**config.mk**
```make
export PLATFORM = sky130hd
export DESIGN_NAME = aes128_key_expansion_unit
export DESIGN_NICKNAME = d
export VERILOG_FILES = /design/src/hw/rtl/aesks_pkg.sv /design/src/hw/rtl/aes128_key_expansion_unit.sv /design/src/hw/rtl/aesks_byte_path.sv
export SDC_FILE = /design/constraint.sdc
export NUM_CORES = 1
export LEC_CHECK = 0
export BUFFER_PORTS_ARGS = -buffer_cell sky130_fd_sc_hd__clkbuf_2
export CAP_MARGIN = 25
export CORE_UTILIZATION = 30
export CTS_CLUSTER_DIAMETER = 30
export DETAILED_ROUTE_END_ITERATION = 6
export PLACE_DENSITY = 0.6
export SYNTH_ARGS = -nofsm -noshare
export SYNTH_HDL_FRONTEND = slang
export SYNTH_SLANG_ARGS = --single-unit
```
**constraint.sdc**
```tcl
create_clock -name clk -period 7.5 [get_ports clk]
set_input_delay 0.75 -clock clk [delete_from_list [all_inputs] [get_ports clk]]
set_output_delay 0.75 -clock clk [all_outputs]
set_load 0.01 [all_outputs]
```
**src/hw/rtl/aesks_pkg.sv**
```systemverilog
// AES-128 key schedule package: S-box table, round constant helpers,
// byte-serial control bundle. No dependencies.
package aesks_pkg;

  typedef logic [7:0] byte_t;

  // Number of rounds after the initial key
  localparam int unsigned ROUNDS    = 10;
  localparam int unsigned KEY_BYTES = 16;
  localparam int unsigned BYTE_CNT_W = $clog2(KEY_BYTES);
  localparam int unsigned ROUND_W    = 4;

  localparam byte_t RCON_INIT = 8'h01;
  localparam byte_t RCON_POLY = 8'h1B;

  // Controls from the sequencer to the byte datapath
  typedef struct packed {
    logic load;        // take a new key
    logic shift;       // process one byte and rotate
    logic first_byte;  // byte 0 of the round
    logic row_start;   // first byte of a row
    logic last_row;    // bytes of row 3
  } aesks_ctrl_t;

  localparam byte_t SBOX [256] = '{
    8'h63, 8'h7c, 8'h77, 8'h7b, 8'hf2, 8'h6b, 8'h6f, 8'hc5,
    8'h30, 8'h01, 8'h67, 8'h2b, 8'hfe, 8'hd7, 8'hab, 8'h76,
    8'hca, 8'h82, 8'hc9, 8'h7d, 8'hfa, 8'h59, 8'h47, 8'hf0,
    8'had, 8'hd4, 8'ha2, 8'haf, 8'h9c, 8'ha4, 8'h72, 8'hc0,
    8'hb7, 8'hfd, 8'h93, 8'h26, 8'h36, 8'h3f, 8'hf7, 8'hcc,
    8'h34, 8'ha5, 8'he5, 8'hf1, 8'h71, 8'hd8, 8'h31, 8'h15,
    8'h04, 8'hc7, 8'h23, 8'hc3, 8'h18, 8'h96, 8'h05, 8'h9a,
    8'h07, 8'h12, 8'h80, 8'he2, 8'heb, 8'h27, 8'hb2, 8'h75,
    8'h09, 8'h83, 8'h2c, 8'h1a, 8'h1b, 8'h6e, 8'h5a, 8'ha0,
    8'h52, 8'h3b, 8'hd6, 8'hb3, 8'h29, 8'he3, 8'h2f, 8'h84,
    8'h53, 8'hd1, 8'h00, 8'hed, 8'h20, 8'hfc, 8'hb1, 8'h5b,
    8'h6a, 8'hcb, 8'hbe, 8'h39, 8'h4a, 8'h4c, 8'h58, 8'hcf,
    8'hd0, 8'hef, 8'haa, 8'hfb, 8'h43, 8'h4d, 8'h33, 8'h85,
    8'h45, 8'hf9, 8'h02, 8'h7f, 8'h50, 8'h3c, 8'h9f, 8'ha8,
    8'h51, 8'ha3, 8'h40, 8'h8f, 8'h92, 8'h9d, 8'h38, 8'hf5,
    8'hbc, 8'hb6, 8'hda, 8'h21, 8'h10, 8'hff, 8'hf3, 8'hd2,
    8'hcd, 8'h0c, 8'h13, 8'hec, 8'h5f, 8'h97, 8'h44, 8'h17,
    8'hc4, 8'ha7, 8'h7e, 8'h3d, 8'h64, 8'h5d, 8'h19, 8'h73,
    8'h60, 8'h81, 8'h4f, 8'hdc, 8'h22, 8'h2a, 8'h90, 8'h88,
    8'h46, 8'hee, 8'hb8, 8'h14, 8'hde, 8'h5e, 8'h0b, 8'hdb,
    8'he0, 8'h32, 8'h3a, 8'h0a, 8'h49, 8'h06, 8'h24, 8'h5c,
    8'hc2, 8'hd3, 8'hac, 8'h62, 8'h91, 8'h95, 8'he4, 8'h79,
    8'he7, 8'hc8, 8'h37, 8'h6d, 8'h8d, 8'hd5, 8'h4e, 8'ha9,
    8'h6c, 8'h56, 8'hf4, 8'hea, 8'h65, 8'h7a, 8'hae, 8'h08,
    8'hba, 8'h78, 8'h25, 8'h2e, 8'h1c, 8'ha6, 8'hb4, 8'hc6,
    8'he8, 8'hdd, 8'h74, 8'h1f, 8'h4b, 8'hbd, 8'h8b, 8'h8a,
    8'h70, 8'h3e, 8'hb5, 8'h66, 8'h48, 8'h03, 8'hf6, 8'h0e,
    8'h61, 8'h35, 8'h57, 8'hb9, 8'h86, 8'hc1, 8'h1d, 8'h9e,
    8'he1, 8'hf8, 8'h98, 8'h11, 8'h69, 8'hd9, 8'h8e, 8'h94,
    8'h9b, 8'h1e, 8'h87, 8'he9, 8'hce, 8'h55, 8'h28, 8'hdf,
    8'h8c, 8'ha1, 8'h89, 8'h0d, 8'hbf, 8'he6, 8'h42, 8'h68,
    8'h41, 8'h99, 8'h2d, 8'h0f, 8'hb0, 8'h54, 8'hbb, 8'h16
  };

  // Multiply by x in GF(2^8)
  function automatic byte_t xtime(byte_t v);
    xtime = {v[6:0], 1'b0} ^ (v[7] ? RCON_POLY : 8'h00);
  endfunction

endpackage

```
**src/hw/rtl/aes128_key_expansion_unit.sv**
```systemverilog
// AES-128 key expansion top level: sequencer and output register around the
// byte-serial datapath. Depends on aesks_pkg and aesks_byte_path.
// Round 0 is published once the key is accepted; each later round key is
// published after 16 byte steps through the one S-box, and later while an
// output stall holds the previous one. The next key is taken once round 10
// is published.
// Reset (synchronous, rst_n low) returns to idle with no result pending.
module aes128_key_expansion_unit
  import aesks_pkg::*;
(
  input  logic                clk,
  input  logic                rst_n,
  input  logic                in_valid,
  output logic                in_stall,
  input  logic [63:0]         in_key_high,
  input  logic [63:0]         in_key_low,
  output logic                out_valid,
  input  logic                out_stall,
  output logic [ROUND_W-1:0]  out_round_index,
  output logic [63:0]         out_round_key_high,
  output logic [63:0]         out_round_key_low,
  output logic                out_last
);

  typedef enum logic [2:0] {
    ST_IDLE = 3'b001,
    ST_CALC = 3'b010,
    ST_EMIT = 3'b100
  } state_t;

  state_t                state_r, state_nxt;
  logic [BYTE_CNT_W-1:0] cnt_r, cnt_nxt;
  logic [ROUND_W-1:0]    round_r, round_nxt;
  logic                  out_valid_r, out_valid_nxt;
  logic [ROUND_W-1:0]    out_round_r;
  logic [127:0]          out_key_r;
  logic                  out_last_r;
  logic                  out_free;
  logic                  publish;
  logic                  last_round;
  aesks_ctrl_t           ctrl;
  logic [127:0]          work_key;

  assign out_free   = !out_valid_r || !out_stall;
  assign last_round = (round_r == ROUND_W'(ROUNDS));
  assign publish    = (state_r == ST_EMIT) && out_free;
  assign in_stall   = (state_r != ST_IDLE);

  // Decode the byte position for the datapath
  always_comb begin
    ctrl.load       = (state_r == ST_IDLE) && in_valid;
    ctrl.shift      = (state_r == ST_CALC);
    ctrl.first_byte = (cnt_r == '0);
    ctrl.row_start  = (cnt_r[1:0] == 2'd0);
    ctrl.last_row   = (cnt_r[3:2] == 2'd3);
  end

  aesks_byte_path u_byte_path (
    .clk     (clk),
    .rst_n   (rst_n),
    .ctrl    (ctrl),
    .key_in  ({in_key_high, in_key_low}),
    .key_out (work_key)
  );

  // Sequence: load, publish round key, run 16 byte steps, repeat
  always_comb begin
    state_nxt = state_r;
    cnt_nxt   = cnt_r;
    round_nxt = round_r;
    case (state_r)
      ST_IDLE: begin
        if (in_valid) begin
          round_nxt = '0;
          state_nxt = ST_EMIT;
        end
      end
      ST_CALC: begin
        cnt_nxt = cnt_r + 1'b1;
        if (cnt_r == '1) begin
          state_nxt = ST_EMIT;
        end
      end
      ST_EMIT: begin
        if (out_free) begin
          if (last_round) begin
            state_nxt = ST_IDLE;
          end else begin
            round_nxt = round_r + 1'b1;
            cnt_nxt   = '0;
            state_nxt = ST_CALC;
          end
        end
      end
      default: begin
        state_nxt = ST_IDLE;
      end
    endcase
  end

  always_ff @(posedge clk) begin
    if (!rst_n) begin
      state_r <= ST_IDLE;
      cnt_r   <= '0;
      round_r <= '0;
    end else begin
      state_r <= state_nxt;
      cnt_r   <= cnt_nxt;
      round_r <= round_nxt;
    end
  end

  // Hold the published item until the consumer takes it
  always_comb begin
    out_valid_nxt = out_valid_r;
    if (publish) begin
      out_valid_nxt = 1'b1;
    end else if (!out_stall) begin
      out_valid_nxt = 1'b0;
    end
  end

  always_ff @(posedge clk) begin
    if (!rst_n) begin
      out_valid_r <= 1'b0;
    end else begin
      out_valid_r <= out_valid_nxt;
    end
  end

  always_ff @(posedge clk) begin
    if (publish) begin
      out_round_r <= round_r;
      out_key_r   <= work_key;
      out_last_r  <= last_round;
    end
  end

  assign out_valid          = out_valid_r;
  assign out_round_index    = out_round_r;
  assign out_round_key_high = out_key_r[127:64];
  assign out_round_key_low  = out_key_r[63:0];
  assign out_last           = out_last_r;

endmodule

```
**src/hw/rtl/aesks_byte_path.sv**
```systemverilog
// Byte-serial round datapath: 16-byte rotating key register, one S-box
// lookup per cycle while shifting, plus XORs for the new byte. Depends on aesks_pkg.
module aesks_byte_path
  import aesks_pkg::*;
(
  input  logic         clk,
  input  logic         rst_n,
  input  aesks_ctrl_t  ctrl,
  input  logic [127:0] key_in,
  output logic [127:0] key_out
);

  byte_t sr_r [KEY_BYTES];
  byte_t sr_nxt [KEY_BYTES];
  byte_t prev_r;
  byte_t save_r;
  byte_t rcon_r;
  byte_t rcon_nxt;
  byte_t sbox_in;
  byte_t sbox_out;
  byte_t new_byte;

  // Substitute the last byte of the next row; row 3 wraps to the saved byte 3
  always_comb begin
    sbox_in  = ctrl.last_row ? save_r : sr_r[7];
    sbox_out = SBOX[sbox_in];
    if (ctrl.row_start) begin
      new_byte = sr_r[0] ^ sbox_out ^ (ctrl.first_byte ? rcon_r : 8'h00);
    end else begin
      new_byte = sr_r[0] ^ prev_r;
    end
  end

  // Load or rotate the key bytes
  always_comb begin
    for (int j = 0; j < KEY_BYTES; j++) begin
      sr_nxt[j] = sr_r[j];
    end
    if (ctrl.load) begin
      for (int j = 0; j < KEY_BYTES; j++) begin
        sr_nxt[j] = key_in[127 - 8*j -: 8];
      end
    end else if (ctrl.shift) begin
      for (int j = 0; j < KEY_BYTES - 1; j++) begin
        sr_nxt[j] = sr_r[j + 1];
      end
      sr_nxt[KEY_BYTES - 1] = new_byte;
    end
  end

  always_ff @(posedge clk) begin
    for (int j = 0; j < KEY_BYTES; j++) begin
      sr_r[j] <= sr_nxt[j];
    end
    if (ctrl.shift) begin
      prev_r <= new_byte;
      if (ctrl.first_byte) begin
        save_r <= sr_r[3];
      end
    end
  end

  // Advance the round constant once per round
  always_comb begin
    rcon_nxt = rcon_r;
    if (ctrl.load) begin
      rcon_nxt = RCON_INIT;
    end else if (ctrl.shift && ctrl.first_byte) begin
      rcon_nxt = xtime(rcon_r);
    end
  end

  always_ff @(posedge clk) begin
    if (!rst_n) begin
      rcon_r <= RCON_INIT;
    end else begin
      rcon_r <= rcon_nxt;
    end
  end

  always_comb begin
    for (int j = 0; j < KEY_BYTES; j++) begin
      key_out[127 - 8*j -: 8] = sr_r[j];
    end
  end

endmodule
```
# Yosys cells after proc, flatten, opt, wreduce, memory -nomap -nowiden
# Memories as Yosys holds them, arrays and structs flattened.
# Index checks and enable logic that the tools add are counted.
# classes
n_reduce_logical	15
n_lt_le_gt_ge	1
n_eq_ne	12
bitwise_logic	6
mux	22
addsub	2
# op_table
op	count
$mux W128	2
$mux W8	5
$xor A8 B8 Y8	4
$mux W4	5
$pmux W4 S2	2
$ge A9 B9 Y1 const B	1
$mux W3	3
$not A8 Y9	1
$pmux W3 S3	1
$add A4 B1 Y4 const B	2
$eq A4 B4 Y1 const B	2
$ne A2 B2 Y1 const B	4
$reduce_and A3 Y1	2
$mux W5	1
$logic_not A4 Y1	1
$reduce_and A4 Y1	1
$reduce_bool A2 Y1	2
$eq A3 B1 Y1 const B	1
$eq A3 B2 Y1 const B	1
$eq A3 B3 Y1 const B	1
$logic_and A1 B1 Y1	3
$ne A3 B1 Y1 const B	1
$eq A2 B2 Y1 const B	1
$logic_not A1 Y1	2
other kinds (8)	9
# totals
out_inout_bits	135
ramBits	128
rom_bits	2048
word_cells	70
mem_count	2
ff_bits	169
# mem_list
name	depth	width	read_ports	rd_clocked_by_memory_dff	wr	line	text
(name not given)	256	8	1	0	0	aesks_byte_path.sv:26	sbox_out = SBOX[sbox_in];
u_byte_path.sr_r	16	8	16	0	16	aesks_byte_path.sv:13	byte_t sr_r [KEY_BYTES];

# Logic depth before layout (Yosys ltp)
# Gate-level depths: netlist of the first run.
# logic_depth
ltp_word	11
mapped_depth	17

# By module
# Synthesis of the first run repeated with hierarchy kept, for this count alone.
# unflattened
cells_unflattened	1245
hier_area_um2	15401.0
# by_module_without_submodules
mod	n_inst	seq_area_each_um2	area_each_um2	cells_each
aesks_byte_path	1	4484.3	10605.2	1017
aes128_key_expansion_unit	1	4234.1	4795.8	228

# Worst setup path before layout of the first run
# No wires, ideal clock.
# synth_timing
path_type	input port to flip-flop
start	input port out_stall
end	register out_key_r[0], read port of u_byte_path.sr_r, enable pin
path_slack_ns	-0.340
arrival_ns	7.171
required_time_ns	6.831
cell_stages	1
n_path_buf	0
cell_sequence	a21oi_1
# synth_between
elab_chain_len	3
# synth_rtl
item	line	text
from (decl)	aes128_key_expansion_unit.sv:18	input logic out_stall,
$logic_not A1 Y1	n/a	
$logic_or A1 B1 Y1	aes128_key_expansion_unit.sv:44	assign out_free = !out_valid_r || !out_stall;
$logic_and A1 B1 Y1	aes128_key_expansion_unit.sv:46	assign publish = (state_r == ST_EMIT) && out_free;
to (decl)	aes128_key_expansion_unit.sv:36	logic [127:0] out_key_r;
# Every way passes these cells.
# A chain may end at the register's enable or synchronous reset.

==> impl_metrics.ini, run 1 <==
[sta]
worst_slew_pin_slew_ns = 1.02
finClkSkew_ns = 0.0546
hold_viol_final = 0
relSlewSlack = 0.315
setup_violations = 0
clock.fmax_mhz = 201
rsz0062_at_grt = false
fin_setup_tns_ns = 0
finalCritPeriodShare = 0.664
drv_slew = 0
period_needed_ns = 4.98

[layout]
final_area_mm2 = 0.0190
fin_nets = 1856
diodes = 0
fillCellCount = 5003
drive_gt1_frac = 0.252
area_growth_pct = 23.0

[global_routing]
grt_pass1_vias = 13400
grt_pass1_wl_mm = 91.2
antenna_found_initial = 1
grt_usage = 0.231
gr-usage-met1 = 0.305
grt_max_degree = 90
met2_usage = 0.362
use_met3 = 0.0538
gr-total-overflow = 0
busiest_layer = met2

[power]
p_leak_nw = 7.40
peakVddDrop_v = 0.000190
power.density_mw_per_mm2 = 333

[synth]
synthesis.nets = 1619
yosysUniqueCellTypes = 96
synth_edf_count = 277
ys_ff_latch = 297
yosysWarnings = 0
syn_inst = 1475
ys.flop_type = edfxtp_1
avgSynthCellArea_um2 = 10.5
synth-compound-area-share = 0.177
seq_area_frac_synth = 0.565
synth_fa_ha_area_frac = 0.00973
muxShareOfSynthArea = 0.0112
syn_area_mm2 = 0.0154
yosysTopAreaCell = edfxtp_1
yosys.area_share.simple = 0.179
synth_top_family_by_area = simple AND/OR/NAND/NOR gates
yosysTopAreaCellShare = 0.539
async_flop_share = 0
synth_xor_area_frac = 0.0131
synth_area_leaders = edfxtp_1 (54%), nand2_1 (10%), dfxtp_1 (2.6%)

[clock_tree]
cts.sinks = 297
clock_latency_ns = 0.57
htree_levels = 2
path_clk_slew_ns = 0.06
clk_path_buf_depth = 3
root_buffer = clkbuf_16
cts_resized = 0
cts_tree = done
numCtsBuffers = 47
cts_setup_buffers = 0
cts_hold_buffers = 0

[floorplan]
start_util = 0.306
row_count = 82
core_region_area_mm2 = 0.0505
fp.dieH_um = 229
fp.dieArea_mm2 = 0.0524
die_w_um = 229
io_pins = 267

[status]
status = completed

[detailed_routing]
via_count = 13700
dr.pass1.iters = 7
initialDrtViolationCount = 1553
ant_nets = 0
postRouteWirelength_mm = 62.5
drc = 0
drt-vias-per-instance = 5.66
routedWlPerCell_um = 25.8

[worst_setup_path]
startpoint_type = flop
path_class = flop to flop
r2r_cells = 14
r2r_slack_ns = 2.52
cp.required_ns = 7.80
rr_endpoint = u_byte_path.sr_r[1][56]$_DFFE_PP_
cp_max_fo = 14
critPathArrivalTime_ns = 5.28
reg2reg_from = u_byte_path.sr_r[0][56]$_DFFE_PP_
worst_setup_path_end_kind = flop

[run]
cap_viol_max_count = 0

[hold_path]
min-delay-start = in_key_high[47]
hold_end = u_byte_path.sr_r[0][23]$_DFFE_PP_
hold_path.class = primary input to flop
holdPathStages = 3

[placed_design]
gp_congestion = 1.02
port-buffer-count = 266
place_hpwl_mm = 43.6
placed_area_mm2 = 0.0173
-- routing by layer --
| metal | routed length [µm] | vias to the layer above |
|---|---|---|
| met1 | 25900 | 6808 |
| li1 | - | 5982 |
| met4 | 3050 | 0 |
| met2 | 28300 | 749 |
| met3 | 5330 | 183 |
| met5 | 0 | - |
-- cells by family after synthesis --
group,after synthesis
adders and majority gates,12
muxes,16
buffers and inverters,134
DFF,297
and+or+nand+nor,622
AOI/OAI and AO/OA,371
xor gates and xnor gates,23
-- critical path, stage by stage (launching register included) --
cell,delay [ns]
edfxtp_1,0.57
inv_1,0.22
o21ai_2,0.09
buf_4,0.19
inv_1,0.27
ha_1,0.79
inv_1,0.36
nor3_1,0.32
o31a_1,0.21
a211oi_1,0.05
o311ai_0,0.55
nand4_1,0.35
and4_1,0.30
nor4_1,0.33
o31ai_1,0.14
-- through the flow --
step / util / hold slack, ns / setup slack [ns] / total power [mW] / instances
final: 0.376 / 0.431 / 2.52 / 6.32 / 2423
after global routing: 0.376 / 0.417 / 2.40 / 6.55 / 2423
after CTS: 0.376 / 0.410 / 2.80 / 6.30 / 2422
after detailed placement: 0.343 / 0.432 / 2.74 / 4.04 / 2334
after global placement: 0.342 / 0.428 / 2.80 / 4.08 / 2329
after floorplan: - / 0.424 / 2.68 / 3.35 / 1475
-- report_power, final --
| part | internal [mW] | total, mW | switching (mW) |
|---|---|---|---|
| Sequential | 2.16 | 2.32 | 0.156 |
| Combinational | 0.510 | 1.75 | 1.24 |
| Clock | 1.40 | 2.24 | 0.845 |
| Total | 4.07 | 6.32 | 2.24 |
-- worst max-delay path by stage --
| stage | end | cells after the start | startpoint |
|---|---|---|---|
| after floorplan | out_key_r[0]$_DFFE_PP_ | 1 | out_stall |
| after global placement | u_byte_path.sr_r[1][56]$_DFFE_PP_ | 15 | cnt_r[3]$_SDFFE_PN0P_ |
| after detailed placement | u_byte_path.sr_r[1][56]$_DFFE_PP_ | 14 | u_byte_path.sr_r[0][56]$_DFFE_PP_ |
| after CTS | u_byte_path.sr_r[1][56]$_DFFE_PP_ | 14 | u_byte_path.sr_r[0][56]$_DFFE_PP_ |
| after global routing | u_byte_path.sr_r[1][56]$_DFFE_PP_ | 14 | u_byte_path.sr_r[0][56]$_DFFE_PP_ |
| final | u_byte_path.sr_r[1][56]$_DFFE_PP_ | 14 | u_byte_path.sr_r[0][56]$_DFFE_PP_ |
-- final cells by class --
class	count	area, µm²	share of cell area
multi-input cells	1044	6080	0.320
well taps	672	841	0.0443
repair buffers	303	1600	0.0841
clock inverters	39	485	0.0256
inverters	19	71.3	0.00376
flip-flops and latches	297	8720	0.459
clock buffers	49	1190	0.0629
-- registers in the layout, summed over array words and instances, names as in the netlist, 3 cells and up --
name	count
out_round_index	4
u_byte_path.save_r	8
round_r	4
u_byte_path.sr_r	128
cnt_r	4
state_r	3
u_byte_path.rcon_r	8
out_key_r	128
u_byte_path.prev_r	8
-- cell usage after synthesis, types with 12 or more instances --
master / number
nand2_1: 426
edfxtp_1: 277
a21oi_1: 59
o21ai_0: 59
clkbuf_1: 58
nor2_1: 54
a211oi_1: 30
buf_2: 28
nand3_1: 25
nor3_1: 23
a31oi_1: 21
dfxtp_1: 20
inv_1: 17
o211ai_1: 16
buf_4: 15
nand4_1: 15
o31ai_1: 15
xnor2_1: 13
ha_1: 12
o311ai_0: 12
-- placed cells by master, fill, tap and decap left out, types with 8 or more instances in the layout --
cell / n
xnor2_1: 13
o31ai_1: 15
xor2_1: 10
a21oi_1: 58
clkinv_4: 8
a211oi_1: 30
nand3_1: 25
o21a_1: 9
nor2_1: 54
o221ai_1: 8
nand2_1: 425
mux2i_1: 9
o21ai_0: 59
and3_1: 9
a221oi_1: 9
nor3_1: 23
o311ai_0: 12
inv_1: 17
dfxtp_1: 20
ha_1: 12
edfxtp_1: 277
a31oi_1: 21
a211o_1: 9
clkbuf_16: 47
clkbuf_2: 267
a311oi_1: 11
buf_4: 32
nand4_1: 15
o211ai_1: 16
No activity file was read; power rests on OpenSTA's default activity.
==> run 2, diff against run 1 <==
ABC_AREA = 1   (was unset)
PLACE_DENSITY = 0.58   (was 0.6)
clock period = 4.9 ns   (was 7.5 ns; I/O delays follow)
==> run 2 against run 1 <==
Die area fell by 6.5%; core utilization rose by 1.7 points; worst hold slack got worse by 0.28 ns; register-to-register slack got worse by 1.3 ns; clock-buffer cell count rose by 29; flip-flop and latch count did not move.
==> impl_metrics.ini, run 2 <==
[status]
status = completed

[synth]
ys.flop_type = edfxtp_1
yosysWarnings = 0
seq_area_frac_synth = 0.604
yosysUniqueCellTypes = 40
syn_inst = 1534
avgSynthCellArea_um2 = 9.40
synth_area_leaders = edfxtp_1 (58%), nand2_1 (15%), nand3_1 (11%)
async_flop_share = 0
synthesis.nets = 1678
ys_ff_latch = 297
yosysTopAreaCell = edfxtp_1
synth_commonest_cells = nand2_1 (594), nand3_1 (320), edfxtp_1 (277)
yosysTopAreaCellShare = 0.577
yosysMostFrequentCell = nand2_1
synth_edf_count = 277
syn_area_mm2 = 0.0144

[power]
power_frac_clock = 0.361
power.share.combinational = 0.306
swShare = 0.372
power.density_mw_per_mm2 = 638
p_sw_mw = 4.38
peakVddDrop_v = 0.000389
p_int_mw = 7.39
p_leak_nw = 8.04
seqPwrFrac = 0.333

[sta]
drv_slew = 0
period_needed_ns = 3.71
fin_setup_tns_ns = 0
rsz0062_at_grt = false
worst_slack_ns = 1.19
finalCritPeriodShare = 0.758
clock.fmax_mhz = 269
setup_violations = 0
relSlewSlack = 0.404
worst_slew_pin_slew_ns = 0.884
finClkSkew_ns = 0.0246
hold_viol_final = 0

[detailed_routing]
ant_nets = 0
drc = 0
drt-vias-per-instance = 5.08
routedWlPerCell_um = 21.2
via_count = 12500
initialDrtViolationCount = 1190
postRouteWirelength_mm = 52.2
dr.pass1.iters = 5

[clock_tree]
path_clk_slew_ns = 0.04
cts_setup_buffers = 0
cts_tree = done
root_buffer = clkbuf_16
numCtsBuffers = 67
clock_latency_ns = 0.59
cts_resized = 0
htree_levels = 3
cts_hold_buffers = 0
cts.sinks = 297
clk_path_buf_depth = 3

[worst_setup_path]
cp_common_cell = nand2_1
slowest_delay_ns = 0.61
worst_setup_path_end_kind = flop
path_class = flop to flop
critPathArrivalTime_ns = 4.04
critPathBufInv = 3
crit_chain = nand2_2, nand2_1, nand2_4, inv_4, buf_12, nand2_1, inv_1, nand2_1, nand3_1, nand3_1, nand3_1, nand3_1, nand2_1, nand2_1, nand2_1, nand2_1, nand3_1, nand2_1
cp_top_family = simple AND/OR/NAND/NOR gates
cp_slowest_cell = dfxtp_1
cp_max_fo = 48
cp.required_ns = 5.23
startpoint_type = flop
r2r_slack_ns = 1.19

[global_routing]
grt_usage = 0.211
gr-total-overflow = 0
grt_pass1_vias = 12600
grt_pass1_wl_mm = 78.2
antenna_found_initial = 3
grt_max_degree = 117

[placed_design]
port-buffer-count = 266
place_hpwl_mm = 36.1
gp_congestion = 1.03
pre_cts_slack_ns = 1.28

[layout]
layout_common_cells = nand2_1 (593), nand3_1 (320), edfxtp_1 (277)
reg_top3 = out_key_r (128), u_byte_path.sr_r (128)
area_growth_pct = 27.8
drive_gt1_frac = 0.233
diodes = 0
fin_nets = 1949
layout_commonest_cell = nand2_1

[floorplan]
io_pins = 267
row_count = 79
die_w_um = 221
start_util = 0.307
fp.dieH_um = 221
core_region_area_mm2 = 0.0470
fp.dieArea_mm2 = 0.0490

[hold_path]
hold_path.class = primary input to flop

[run]
cap_viol_max_count = 0
[run 2: cells by family after synthesis]
kind of cell | synth area share
buffers and inverters | 0.0499
AND/OR/NAND/NOR | 0.299
XOR/XNOR | 0.00971
AO/OA/AOI/OAI | 0.0265
flip-flops | 0.604
adder cells (fa/ha/maj) | 0.0104
[run 2: layer usage]
| layer | track usage | wire length (µm) | vias up |
|---|---|---|---|
| met4 | 0.100 | 2050 | 6 |
| met2 | 0.327 | 23400 | 574 |
| met5 | 0 | 37 | - |
| li1 | - | - | 5784 |
| met1 | 0.260 | 21500 | 6023 |
| met3 | 0.0773 | 5160 | 118 |
[run 2: path summary, 6_finish.rpt]
| kind | from | end | cells after the start |
|---|---|---|---|
| worst max-delay path | cnt_r[2]$_SDFFE_PN0P_ | u_byte_path.sr_r[1][56]$_DFFE_PP_ | 18 |
| worst min-delay path | rst_n | state_r[0]$_SDFFE_PN1P_ | 2 |
| worst max register to register | cnt_r[2]$_SDFFE_PN0P_ | u_byte_path.sr_r[1][56]$_DFFE_PP_ | 18 |
| worst min register to register | u_byte_path.sr_r[0][55]$_DFFE_PP_ | out_key_r[79]$_DFFE_PP_ | 0 |
[run 2: power groups by stage]
stage | combinational, mW | clock, mW | sequential (mW)
final | 3.60 | 4.25 | 3.92
after global routing | 3.94 | 4.45 | 3.97
after CTS | 3.55 | 4.33 | 3.93
after detailed placement | 3.54 | 0 | 3.96
after global placement | 3.59 | 0 | 3.95
after floorplan | 2.30 | 0 | 3.93
[run 2: area by class of cell]
type                            instances  area (µm²)
Fill cell                            4643       28500
Multi-Input combinational cell       1086        5010
Tap cell                              607         759
Clock inverter                         42         433
Timing Repair Buffer                  283        1500
Clock buffer                           78        1750
Inverter                               70         268
Sequential cell                       297        8720
[run 2: metrics by stage]
step	hold slack [ns]	cell area [µm²]	power, mW	cells	utilization
floorplan	0.426	14400	6.23	1534	-
global route	0.135	18400	12.4	2463	0.393
CTS	0.118	18400	11.8	2463	0.393
global placement	0.428	16300	7.54	2343	0.346
detailed placement	0.432	16300	7.50	2343	0.346
finish	0.151	18400	11.8	2463	0.393
